<file path="src/sv/ote_ram.sv">
`timescale 1ns / 1ps

module ote_ram #(
    parameter int WIDTH = 8,
    parameter int DEPTH = 256
) (
    input  logic                     clk,
    input  logic                     we,
    input  logic [$clog2(DEPTH)-1:0] waddr,
    input  logic [WIDTH-1:0]         wdata,
    input  logic [$clog2(DEPTH)-1:0] raddr,
    output logic [WIDTH-1:0]         rdata
);

    logic [WIDTH-1:0] mem [DEPTH];

    // one write port, one registered read port
    always_ff @(posedge clk)
    begin
        if (we)
        begin
            mem[waddr] <= wdata;
        end
        rdata <= mem[raddr];
    end

endmodule

</file>
<file path="config.mk">
export PLATFORM = sky130hd
export DESIGN_NAME = ote_ram
export DESIGN_NICKNAME = d
export VERILOG_FILES = /design/src/sv/ote_ram.sv
export SDC_FILE = /design/constraint.sdc
export NUM_CORES = 2
export LEC_CHECK = 0
export BUFFER_PORTS_ARGS = -buffer_cell sky130_fd_sc_hd__buf_2
export CORE_MARGIN = 10
export CORE_UTILIZATION = 55
export CTS_CLUSTER_SIZE = 30
export DETAILED_ROUTE_END_ITERATION = 10
export PLACE_DENSITY_LB_ADDON = 0.15
export REMOVE_ABC_BUFFERS = 1
export SYNTH_ARGS = -nofsm -noshare
export SYNTH_HDL_FRONTEND = slang
export SYNTH_SLANG_ARGS = --single-unit
</file>
<file path="constraint.sdc">
create_clock -name clk -period 4.2 [get_ports clk]
set_clock_uncertainty 0.15 [all_clocks]
set_input_delay 0.84 -clock clk [delete_from_list [all_inputs] [get_ports clk]]
set_output_delay 0.84 -clock clk [all_outputs]
set_load 0.01 [all_outputs]
</file>
==> reports/metrics.yaml <==
final_layout:
  seqCellArea_um2: 61700
  drive_gt1_share_pct: 26.8
  finish.net_count: 4110
  area_delta_synth_final_pct: 13.5
  fill_cells: 9732
  final_cell_count_no_fill: 6149
  multiInputGateArea_um2: 16500
yosys:
  netlist_area_um2: 79600
  yosys-top-cells-area: "edfxtp_1, mux4_2, mux2i_1, nor2_1, a22oi_1"
  synth_seq_cells: 2056
  synth_edf_count: 2048
  synthFlopType: "edfxtp_1"
  async_flop_share_pct: 0
  synth_top_family_by_area: "multiplexers"
  synth_area_per_cell_um2: 21.3
  yosys.cell_types.count: 55
  yosys.area_share.xor_xnor_pct: 0
  synth.most_common_cell: "edfxtp_1"
  synth_compound_area_share_pct: 3.42
  ys_seq_area_share_pct: 77.5
  ys_top_cells_by_count: "edfxtp_1, mux4_2, nor2_1"
  yosys.area.top_type: "edfxtp_1"
  synthAdderAreaFrac_pct: 0
  synth_top_cell_area_share_pct: 77.3
  yosys-mux-area-fraction_pct: 14.6
  synth-simple-area-share_pct: 2.63
  yosys_warnings: 0
  synthCells: 3733
placed_design:
  dpl_worst_slack_ps: -173
  io_buffers: 33
  dp.cells: 5786
  gp_congestion: 0.879
  dp.final_hpwl_um: 127000
global_routing:
  grt_max_degree: 135
  grt_pass1_wl_um: 289000
  overflow: 0
  grt_pass1_vias: 39500
  grt_usage_pct: 24.8
  antenna_found_initial: 15
worst_hold_path:
  hold_path_class: "in2reg"
cts:
  clock-sinks: 2056
  post_cts_resized: 0
  cts.clk_slew.worst_paths_ps: 70
  ctsHoldBuffers: 0
  clkLatencyLatePin_ps: 830
  h-tree-depth: 4
  cts_tree: "yes"
  cts_max_path_buffers: 3
  cts_root_buf: "clkbuf_16"
  cts_buffers: 199
  post-cts-setup-buffers: 0
timing:
  rsz0062_at_grt: "false"
  setup_tns_ps: 0
  period_minus_slack_ps: 3430
  worst_slew_pin_slew_ps: 1150
  maxSlewHeadroom_pct: 23.3
  layout_setup_ws_ps: 774
  drv_slew: 0
  finalHoldViolCount: 0
  hold_slack_ps: 312
  finalCritPeriodShare_pct: 81.6
  clock.fmax_ghz: 0.292
  setup_viol: 0
critical_path:
  critPathMaxFanout: 21
  slowest_stage: "o221ai_1"
  r2r_cells: 7
  startpoint: "raddr[0]"
  required_ps: 4730
  max_stage_delay_ps: 740
  critPathCapture: "rdata[7]"
  cp_data_arrival_time_ps: 3960
  path_class: "in2reg"
  ff2ff_setup_slack_ps: 1280
  crit_path_end_kind: "flip-flop"
  r2r_end: "rdata[3]"
  crit_path_start_kind: "input pin"
  r2r-start: "mem[81][3]"
  cp_cell_sequence: "buf_8, buf_12, buf_12, buf_4, mux4_2, o221ai_1, nor2_1, nor4_1, buf_4, nor4_1"
route:
  drt-pass1-iter-count: 6
  drcViolationCount: 0
  drt_iter0_drc: 4724
  postRouteAntennaNets: 0
  vias: 39700
  via_per_inst: 6.45
  routed_wl_um: 200000
  wl_per_cell_um: 32.5
floorplanning:
  initial_core_util_pct: 55.4
  die_height_um: 400
  die_area_um2: 160000
  die_w_um: 400
  pin_count: 34
  fp-row-count: 139
  core_um2: 144000
job:
  cap_violations: 0
pwr:
  p_per_area_nw_per_um2: 468
  peakVddDrop_v: 0.000437
  cellLeakagePower_nw: 28.5
  fin_total_pwr_w: 0.0422
outcome:
  status: "finished, final reports clean"
-- through the flow --
step	util (%)	cell area [um2]
detailed placement	58.5	84000
CTS	62.9	90300
floorplan	-	78100
global route	62.9	90300
finish	62.9	90300
global placement	58.5	84000
-- layout by cell type, fill, tap and decap left out, types with 16 or more instances in the layout --
| cell | Yosys | final |
|---|---|---|
| clkbuf_1 | 111 | 39 |
| a211oi_1 | 16 | 16 |
| nor2b_1 | 31 | 28 |
| a22oi_1 | 133 | 133 |
| clkbuf_16 | 0 | 205 |
| edfxtp_1 | 2048 | 2048 |
| o22ai_1 | 28 | 28 |
| buf_4 | 27 | 308 |
| buf_12 | 8 | 44 |
| a21oi_1 | 96 | 96 |
| o221ai_1 | 46 | 46 |
| clkinv_1 | 1 | 46 |
| nor2_1 | 282 | 279 |
| mux2i_1 | 134 | 134 |
| nor4_1 | 24 | 24 |
| bufinv_16 | 0 | 18 |
| nand3_1 | 34 | 28 |
| clkinv_2 | 0 | 31 |
| buf_2 | 31 | 21 |
| nand2_1 | 33 | 33 |
| mux4_2 | 454 | 454 |
| nor3_1 | 22 | 22 |
-- power by group --
group          switching [W]  internal [W]
combinational        0.00139      0.000789
sequential         0.0000464        0.0226
clock                0.00742       0.00998
-- area by class of cell --
cell class | instances | area share (%)
timing repair buffer | 383 | 3.82
inverter | 2 | 0.00831
antenna | 8 | 0.0222
tap | 1903 | 2.64
clock buffer | 244 | 5.84
multi-input combinational | 1442 | 18.3
clock inverter | 111 | 1.13
sequential | 2056 | 68.3
-- worst max-delay path: cells and delay by family --
family / cells / cell delay, ps
compound gates: 1 / 740
buf+inv: 5 / 1250
mux: 1 / 670
simple gates: 3 / 410
-- kinds of logic (layout without fill, tap and decap cells) --
family,after synthesis,after routing
compound gates,385,385
flops,2056,2056
simple gates,466,466
mux,591,591
other cells,0,8
buf+inv,235,740
-- flip-flops by register name, summed over array words and instances, names as in the netlist --
signal	flops
mem	2048
rdata	8
-- routing by layer --
metal | global-route usage [%] | vias to the layer above | part of all wire [%]
li1 | - | 16400 | -
met1 | 35.7 | 21100 | 40
met2 | 38.9 | 1858 | 48
met3 | 5.15 | 297 | 8.8
met4 | 6.59 | 2 | 2.7
met5 | 0 | - | 0.0065
-- worst min-delay path by stage --
stage                from          to  slack, ps  cells past startpoint
2_1_floorplan  mem[32][5]    rdata[5]        610                      6
3_3_place_gp   mem[32][5]    rdata[5]        870                      7
3_5_place_dp   mem[32][5]    rdata[5]        890                      7
4_1_cts          wdata[7]  mem[86][7]        340                      1
5_1_grt          wdata[7]  mem[86][7]        330                      1
6_report         wdata[7]  mem[86][7]        310                      1
Note: power is estimated with default switching activity, not from simulation.
