[src/sv/ote_pkg.sv]
`timescale 1ns / 1ps

package ote_pkg;

    // capacities
    localparam int DOC_CAP  = 256;
    localparam int TEXT_CAP = 64;
    localparam int HIST_CAP = 64;

    localparam int DOC_AW  = $clog2(DOC_CAP);
    localparam int TEXT_AW = $clog2(TEXT_CAP);
    localparam int HIST_AW = $clog2(HIST_CAP);

    // field widths
    localparam int FUNC_W  = 2;
    localparam int KIND_W  = 2;
    localparam int LEN_W   = 9;
    localparam int SITE_W  = 16;
    localparam int REV_W   = 31;
    localparam int CNT_W   = 32;
    localparam int IDX_W   = 8;
    localparam int BYTE_W  = 8;
    localparam int STAT_W  = 2;
    localparam int POS_SW  = 12;
    localparam int PADDR_W = 3;
    localparam int PDATA_W = 32;

    // register map
    localparam logic [PADDR_W-1:0] ADDR_LOCAL_SITE = 3'd0;

    // item functions
    localparam logic [FUNC_W-1:0] FN_LOCAL  = 2'd0;
    localparam logic [FUNC_W-1:0] FN_REMOTE = 2'd1;
    localparam logic [FUNC_W-1:0] FN_STAGE  = 2'd2;
    localparam logic [FUNC_W-1:0] FN_READ   = 2'd3;

    // op kinds
    localparam logic [KIND_W-1:0] KIND_NOP = 2'd0;
    localparam logic [KIND_W-1:0] KIND_INS = 2'd1;
    localparam logic [KIND_W-1:0] KIND_DEL = 2'd2;

    // status codes
    localparam logic [STAT_W-1:0] ST_DONE  = 2'd0;
    localparam logic [STAT_W-1:0] ST_NOEFF = 2'd1;
    localparam logic [STAT_W-1:0] ST_REJ   = 2'd2;

    // one entry of the op history
    typedef struct packed {
        logic [KIND_W-1:0] kind;
        logic [LEN_W-1:0]  pos;
        logic [LEN_W-1:0]  len;
        logic [SITE_W-1:0] site;
    } hist_t;

    localparam int HIST_W = $bits(hist_t);

endpackage

[src/sv/ote_xform.sv]
`timescale 1ns / 1ps

module ote_xform (
    input  logic [ote_pkg::KIND_W-1:0]        kind,
    input  logic signed [ote_pkg::POS_SW-1:0] pos,
    input  logic signed [ote_pkg::POS_SW-1:0] len,
    input  logic [ote_pkg::SITE_W-1:0]        site,
    input  ote_pkg::hist_t                    hent,
    output logic signed [ote_pkg::POS_SW-1:0] pos_out,
    output logic signed [ote_pkg::POS_SW-1:0] len_out
);
    import ote_pkg::*;

    logic signed [POS_SW-1:0] hp;
    logic signed [POS_SW-1:0] hl;
    logic signed [POS_SW-1:0] hend;
    logic signed [POS_SW-1:0] over;
    logic signed [POS_SW-1:0] p;
    logic signed [POS_SW-1:0] l;
    logic                     clamp;

    // move the op past one earlier history entry
    always_comb
    begin
        hp    = signed'({{(POS_SW-LEN_W){1'b0}}, hent.pos});
        hl    = signed'({{(POS_SW-LEN_W){1'b0}}, hent.len});
        hend  = hp + hl;
        over  = '0;
        p     = pos;
        l     = len;
        clamp = 1'b1;
        if (hent.kind == KIND_INS)
        begin
            if (hp < p || (hp == p && hent.site < site))
            begin
                p = p + hl;
            end
        end
        else if (hent.kind == KIND_DEL)
        begin
            if (hend <= p)
            begin
                p = p - hl;
            end
            else if (hp <= p)
            begin
                if (kind == KIND_DEL)
                begin
                    over = hend - p;
                    l = (over < l) ? (l - over) : '0;
                end
                p = hp;
            end
            else if (kind == KIND_DEL && hp < p + l)
            begin
                over = (p + l) - hp;
                l = (over < l) ? (l - over) : '0;
            end
        end
        else
        begin
            clamp = 1'b0;
        end

        // clamp to the document range
        if (clamp)
        begin
            if (l < 0)
            begin
                l = '0;
            end
            if (p < 0)
            begin
                p = '0;
            end
            if (p > POS_SW'(DOC_CAP))
            begin
                p = POS_SW'(DOC_CAP);
            end
        end
        pos_out = p;
        len_out = l;
    end

endmodule

[config.mk]
export PLATFORM = sky130hd
export DESIGN_NAME = ote_xform
export DESIGN_NICKNAME = d
export VERILOG_FILES = /design/src/sv/ote_pkg.sv /design/src/sv/ote_xform.sv
export SDC_FILE = /design/constraint.sdc
export NUM_CORES = 1
export LEC_CHECK = 0
export BUFFER_PORTS_ARGS = -buffer_cell sky130_fd_sc_hd__buf_2
export CELL_PAD_IN_SITES_DETAIL_PLACEMENT = 1
export CELL_PAD_IN_SITES_GLOBAL_PLACEMENT = 1
export CORE_MARGIN = 2
export CORE_UTILIZATION = 39
export DETAILED_ROUTE_END_ITERATION = 10
export PLACE_DENSITY_LB_ADDON = 0.1
export SYNTH_ARGS = -nofsm -noshare
export SYNTH_HDL_FRONTEND = slang
export SYNTH_SLANG_ARGS = --single-unit
export TNS_END_PERCENT = 100
[constraint.sdc]
create_clock -name vclk -period 5.99
set_clock_uncertainty 0.05 [all_clocks]
set_input_delay 0.599 -clock vclk [all_inputs]
set_output_delay 0.599 -clock vclk [all_outputs]
set_load 0.05 [all_outputs]
==> impl_metrics.ini, run 1 <==
[status]
run_status = finished, violations left
violations = negative setup slack

[hold_path]
hold_path_class = input port to primary output

[power_and_ir_drop]
max-vdd-ir-drop_mv = 0.188
p_leak_nw = 4.31
powerDensity_nw_per_um2 = 249

[setup_path]
required_ns = 5.34
cp.arrival_ns = 5.59
path_class = input port to primary output
slowest_delay_ns = 0.38
crit_path_start_kind = input port
critPathCaptureType = primary output
cp_common_cell = a21oi_2
path_max_fanout = 5
slowest_stage = ha_1

[global_route]
grt_max_degree = 20
grtUsageTotal_pct = 31.3
grt_pass1_wl_mm = 40.3
grt.overflow.total = 0
grt_use_met1_pct = 41.2
grt_pass1_vias = 7670
grt_use_met3_pct = 2.15
antenna_found_initial = 0
busiest_layer = met2
grt_use_met2_pct = 56.2

[logic_synthesis]
ys_warn_count = 0
syn-instance-count = 812
synth_nets = 1025
synthDistinctLibCells = 71
ys_seq_area_share_pct = 0
post-synth-top-area-fraction_pct = 28.0
syn_area_per_cell_um2 = 7.00
synth_top_area_cell = ha_1
syn_area_um2 = 5680
synth.area.top_cells = ha_1, inv_1, xnor2_1, a21oi_1, a21o_1

[place]
post_dp_cell_area_um2 = 7450
hpwl_mm = 20.6
place_congestion = 0.906
portBuffers = 102
pre_cts_ws_ns = -0.584

[final_layout]
layout_common_cells = buf_4, ha_1, inv_1, buf_2, nor2_1
design.seq.count = 0
drive_above_1_share_pct = 37.1
fillers = 1770
syn2layout_area_growth_pct = 53.0
final_core_util_pct = 60.5
register_area_um2 = 0
nClkBuffers = 0
final_nets = 1281
final_area_um2 = 8690
layout_commonest_cell = buf_4
antenna_cells = 0

[floorplan]
start_util_pct = 39.5
dieArea_um2 = 15500
core.rowCount = 44
die_h_um = 125
die_x_um = 125
coreArea_um2 = 14400
io_pins = 102

[timing]
hold_viol = 0
fin_crit_ns = 6.24
setup_tns_ns = -2.82
fin_crit_sh_pct = 104
worst_slack_ns = -0.251
fmax_mhz = 160
rsz0062_at_grt = true
slew_headroom_pct = 49.7
final_max_slew_viol_count = 0
worst_slew_pin_slew_ns = 0.745
setup_violations = 19

[clock_tree]
cts_hold_buf = 0

[route]
first_pass_iters = 5
drt_wl_total_mm = 28.3
drc_errors = 0
final_antenna_net_count = 0
vias_per_cell = 6.06
wire_per_inst_um = 22.7
drt_iter0_markers = 512
dr_total_vias = 7580

[flow_run]
cap_violations = 0
-- cells in the mapped netlist, drive strengths merged (17+ instances only) --
| library cell | n |
|---|---|
| o21ai | 46 |
| a211oi | 18 |
| xnor2 | 36 |
| ha | 127 |
| a21oi | 60 |
| nand2 | 51 |
| xor2 | 21 |
| nor2 | 54 |
| a21o | 30 |
| inv | 115 |
| nor3 | 23 |
| nand3 | 17 |
-- area by class of cell --
type                       instances  area, µm²  share of cell area (%)
multi-input combinational        683       6050                    69.7
timing repair buffer             268       1970                    22.7
inverter                         115        432                    4.97
tap                              184        230                    2.65
-- worst paths after layout --
kind / startpoint / endpoint / slack [ns] / depth (start not counted)
setup / recovery: hent[16] / len_out[9] / -0.25 / 29
hold / removal: len[2] / len_out[2] / 1.66 / 4
-- worst max-delay path: cells and delay by family --
kind | cells | cell delay, ns
XOR/XNOR | 3 | 0.41
adder cells (fa/ha/maj) | 3 | 0.88
AO/OA/AOI/OAI | 12 | 1.94
AND/OR/NAND/NOR | 3 | 0.64
buffers and inverters | 8 | 1.10
-- power breakdown --
group / internal (mW) / leakage [nW] / switching [mW]
clock network: 0 / 0 / 0
registers: 0 / 0 / 0
logic: 0.960 / 4.31 / 1.20
-- cell families after synthesis --
kind of cell	Yosys count	share of synthesized area, %
AO/OA/AOI/OAI	258	30.9
XOR/XNOR	57	8.79
adder cells (fa/ha/maj)	135	30.8
multiplexers	4	0.705
AND/OR/NAND/NOR	229	20.3
buffers and inverters	129	8.59
-- metrics by stage --
step	power [mW]	instances	hold WS, ns
2_1_floorplan	1.06	812	1.41
5_1_grt	2.30	1250	1.69
3_3_place_gp	1.60	1206	1.64
4_1_cts	1.84	1229	1.63
3_5_place_dp	1.67	1206	1.65
6_report	2.16	1250	1.66
-- what timing repair did --
| item | in CTS | in global routing |
|---|---|---|
| setup buffers | 23 | 23 |
| pin swaps | 56 | 67 |
| endpoints found under the setup margin | 20 | 20 |
| gates resized for setup | 88 | 126 |
-- metal layers --
layer	routed length [µm]	vias to the layer above	share of wire, %
met4	938	0	3.3
met1	11700	3740	41
met5	0	-	0
met3	1650	67	5.8
li1	-	3421	-
met2	14000	352	50
(Power assumes the default switching activity.)
==> inputs of run 2 (changes only) <==
ABC_AREA = 1   (was default)
CORE_UTILIZATION = 38   (was 39)
==> run 2 against run 1 <==
Effect of this change: the run now ends clean; sequential share of layout area stayed put; via count grew 8.8%; flip-flop and latch count is the same; non-clock buffer count shrank 58; global-route usage is 2.6 points lower; core utilization decreased by 9.9 points; combinational power is 6% lower; critical endpoint is now len_out[11]; largest cell class unchanged; highest routed layer unchanged.
==> impl_metrics.ini, run 2 <==
[status]
run_status = finished, final reports clean

[setup_path]
required_ns = 5.34
crit_path_start_kind = input port
slowest_delay_ns = 0.37
cp_common_cell = buf_6
path_class = input port to primary output
critPathCaptureType = primary output
slowest_stage = fa_2
path_max_fanout = 4
cp.arrival_ns = 5.34

[final_layout]
design.seq.count = 0
final_area_um2 = 8650
drive_above_1_share_pct = 24.2
syn2layout_area_growth_pct = 31.0
multiInputGateArea_um2 = 6130
final_nets = 1537
fillers = 2416
nClkBuffers = 0
stdcell_count = 1547
register_area_um2 = 0
layout_common_cells = nand2_1, inv_1, ha_1, buf_4, a21oi_1
layout_commonest_cell = nand2_1
antenna_cells = 0

[floorplan]
dieArea_um2 = 18500
start_util_pct = 38.6
io_pins = 102
die_x_um = 136
die_h_um = 136
core.rowCount = 48
coreArea_um2 = 17100

[logic_synthesis]
synthDistinctLibCells = 48
synth_most_common_cell = nand2_1
syn_area_um2 = 6610
synth_commonest_cells = nand2_1, inv_1, ha_1
syn-instance-count = 1133
synth_nets = 1346
synth_top_area_cell = ha_1
post-synth-top-area-fraction_pct = 24.1
ys_warn_count = 0
syn_area_per_cell_um2 = 5.83
ys_seq_area_share_pct = 0
synth.area.top_cells = ha_1, nand2_1, inv_1, a21oi_1, nand3_1

[global_route]
grtUsageTotal_pct = 28.7
grt_max_degree = 26
grt_pass1_vias = 8081
grt.overflow.total = 0
grt_pass1_wl_mm = 42.1
antenna_found_initial = 0

[place]
portBuffers = 102
hpwl_mm = 22.7
dp_cells = 1533
place_congestion = 0.931
post_dp_cell_area_um2 = 8000

[timing]
slew_headroom_pct = 7.65
hold_viol = 0
worst_slew_pin_slew_ns = 1.38
fin_crit_sh_pct = 99.9
final_max_slew_viol_count = 0
fmax_mhz = 167
setup_violations = 0
rsz0062_at_grt = true
fin_crit_ns = 5.99

[route]
final_antenna_net_count = 0
drt_wl_total_mm = 27.9
vias_per_cell = 5.33
first_pass_iters = 4
dr_total_vias = 8250
drt_iter0_markers = 426
drc_errors = 0
wire_per_inst_um = 18.0

[clock_tree]
cts_hold_buf = 0

[hold_path]
min_to = len_out[9]
min_from = len[9]
whs_path_depth = 5
hold_path_class = input port to primary output

[power_and_ir_drop]
powerDensity_nw_per_um2 = 234
p_leak_nw = 4.88
max-vdd-ir-drop_mv = 0.121
total_power_mw = 2.03

[flow_run]
cap_violations = 0
-- run 2: cell families after synthesis --
family,share of synthesized area [%]
buf+inv,14.2
fa+ha+maj,26.5
compound gates,18.9
xor+xnor,8.05
simple gates,32.4
-- run 2: repair_timing --
action | in CTS | in global routing
cloned | 1 | 0
endpoints found under the setup margin | 12 | 20
setup buffers | 8 | 5
pin swaps | 18 | 50
gates resized for setup | 55 | 78
-- run 2: layout make-up --
cell class         instances  area share, %
inverters                212           9.20
multi-input cells        900           70.8
well taps                225           3.25
repair buffers           210           16.7
-- run 2: per-stage QoR --
step / setup slack (ns) / utilization (%) / setup TNS (ns) / hold slack (ns)
after floorplan: -0.0575 / - / -0.371 / 1.46
after global placement: -0.169 / 46.7 / -1.59 / 1.69
after detailed placement: -0.464 / 46.7 / -5.03 / 1.67
after CTS: 0.00424 / 48.3 / 0 / 1.73
after global routing: -0.318 / 50.5 / -3.39 / 1.76
final: 0.00432 / 50.5 / 0 / 1.74
-- run 2: worst max path at each step --
| stage | startpoint | endpoint |
|---|---|---|
| 2_1_floorplan | hent[16] | len_out[0] |
| 3_3_place_gp | hent[16] | len_out[4] |
| 3_5_place_dp | hent[16] | len_out[4] |
| 4_1_cts | pos[0] | len_out[3] |
| 5_1_grt | len[0] | len_out[11] |
| 6_report | len[0] | len_out[11] |
-- run 2: critical path, delay by kind of cell --
family                     cells  cell delay [ns]
adders and majority gates      4             1.23
buffers and inverters          5             0.70
AOI/OAI and AO/OA              7             1.00
xor gates and xnor gates       2             0.29
and+or+nand+nor               13             1.49
-- run 2: power breakdown --
group          switching, mW  total [mW]  internal [mW]  leakage (nW)
Clock                      0           0              0             0
Combinational           1.21        2.03          0.812          4.88
Sequential                 0           0              0             0
-- run 2: layer usage --
layer / up-vias / wire [µm] / track usage [%]
li1: 4055 / - / -
met1: 3944 / 13100 / 41.5
met2: 226 / 12800 / 47.6
met3: 25 / 1460 / 2.20
met4: 0 / 428 / 3.88
met5: - / 0 / 0
==> inputs of run 3 (changes only) <==
PLACE_DENSITY = 0.85   (was default)
PLACE_DENSITY_LB_ADDON = default   (was 0.1)
clock period = 5.2 ns   (was 5.99 ns; I/O delays follow)
==> run 3 against run 2 <==
Effect of this change: the flow now finishes with violations (negative setup slack); flip-flop and latch count unchanged; non-clock buffer count grew 65; final area rose by 11%; sequential share of layout area did not move; first-iteration DRC count up 140%; worst hold slack got worse by 0.18 ns; die area unchanged; critical endpoint is now len_out[1]; largest cell class unchanged.
==> impl_metrics.ini, run 3 (synthesis results as in run 2) <==
[timing]
fin_crit_sh_pct = 116
setup_tns_ns = -12.85
rsz0062_at_grt = true
hold_viol = 0
whs_ns = 1.56
worst_slack_ns = -0.820
slew_headroom_pct = 37.7
setup_violations = 21
worst_slew_pin_slew_ns = 0.935
final_max_slew_viol_count = 0
fmax_mhz = 166
fin_crit_ns = 6.02

[status]
run_status = finished, violations left
violations = negative setup slack

[place]
pre_cts_ws_ns = -0.707
place_congestion = 0.958
post_dp_cell_area_um2 = 8590
hpwl_mm = 24.2
portBuffers = 102

[floorplan]
io_pins = 102
start_util_pct = 38.6
die_h_um = 136
dieArea_um2 = 18500
core.rowCount = 48
coreArea_um2 = 17100
die_x_um = 136

[setup_path]
path_class = input port to primary output
slowest_stage = ha_4
crit_path_start_kind = input port
critPathCaptureType = primary output
critPathTopFamily = simple AND/OR/NAND/NOR gates
cp.arrival_ns = 5.45
required_ns = 4.63
endpoint = len_out[1]
worstSetupStartpoint = hent[18]
slowest_delay_ns = 0.30
path_max_fanout = 7
worst-path-buf-inv = 7
crit_cells = 32

[route]
drt_wl_total_mm = 39.8
wire_per_inst_um = 24.7
first_pass_iters = 9
drc_errors = 0
dr_total_vias = 9990
vias_per_cell = 6.20
final_antenna_net_count = 0
drt_iter0_markers = 1004

[final_layout]
layout_common_cells = nand2_1, inv_1, buf_4, ha_1, a21oi_1
fillers = 2310
final_area_um2 = 9620
register_area_um2 = 0
syn2layout_area_growth_pct = 45.7
drive_above_1_share_pct = 31.9
layout_commonest_cell = nand2_1
nClkBuffers = 0
antenna_cells = 0
design.seq.count = 0
final_nets = 1602

[hold_path]
hold_path_class = input port to primary output

[global_route]
antenna_found_initial = 1
grtUsageTotal_pct = 34.2
grt_pass1_wl_mm = 49.7
grt_pass1_vias = 9699
grt.overflow.total = 0
grt_max_degree = 26

[clock_tree]
cts_hold_buf = 0

[flow_run]
cap_violations = 0

[power_and_ir_drop]
p_leak_nw = 5.30
max-vdd-ir-drop_mv = 0.185
powerDensity_nw_per_um2 = 303
==> run 3: cell types whose count changed in the layout (fill, tap and decap cells not counted), moves of 6 or more <==
| cell | before | now |
|---|---|---|
| buf_4 | 103 | 173 |
| ha_1 | 118 | 111 |
| nand2_1 | 274 | 265 |
| inv_2 | 5 | 11 |
| a21oi_2 | 19 | 26 |
| inv_1 | 206 | 198 |
| a21oi_1 | 100 | 88 |
| buf_2 | 88 | 76 |
| ha_4 | 9 | 15 |
==> run 3: final cells by class <==
cell class | count | area (µm²) | area share, %
repair buffers | 275 | 2030 | 21.1
inverters | 212 | 801 | 8.32
multi-input cells | 900 | 6510 | 67.7
well taps | 225 | 282 | 2.93
==> run 3: repair_timing <==
action                                  in CTS  in global routing
setup buffers                               13                 11
hold endpoints to repair                     0                  0
endpoints found under the setup margin      20                 21
resized for setup                           76                125
cloned                                       1                  0
pin swaps                                   40                 53
==> run 3: per-layer routing <==
| layer | routed length (µm) | up-vias | share of wire (%) | global-route usage, % |
|---|---|---|---|---|
| li1 | - | 4186 | - | - |
| met1 | 13700 | 4707 | 34 | 39.4 |
| met2 | 18100 | 773 | 46 | 61.7 |
| met3 | 4170 | 322 | 10 | 5.78 |
| met4 | 3760 | 2 | 9.5 | 15.6 |
| met5 | 8 | - | 0.020 | 0 |
==> run 3: worst min-delay path by stage <==
stage	startpoint	end	slack [ns]	cells past startpoint
5_1_grt	pos[11]	pos_out[11]	1.60	4
2_1_floorplan	len[3]	len_out[3]	1.25	3
3_3_place_gp	pos[11]	pos_out[11]	1.52	4
3_5_place_dp	pos[11]	pos_out[11]	1.53	4
6_report	pos[11]	pos_out[11]	1.56	4
4_1_cts	pos[11]	pos_out[11]	1.54	4
==> run 3: metrics by stage <==
step	instances	total power, mW	util [%]
2_1_floorplan	1133	1.34	-
3_3_place_gp	1587	2.12	50.2
3_5_place_dp	1587	2.21	50.2
4_1_cts	1601	2.34	52.6
5_1_grt	1612	3.06	56.2
6_report	1612	2.92	56.2
==> run 3: power by group <==
group / internal, mW / total [mW] / switching, mW
Clock: 0 / 0 / 0
Sequential: 0 / 0 / 0
Combinational: 1.16 / 2.92 / 1.76
Total: 1.16 / 2.92 / 1.76
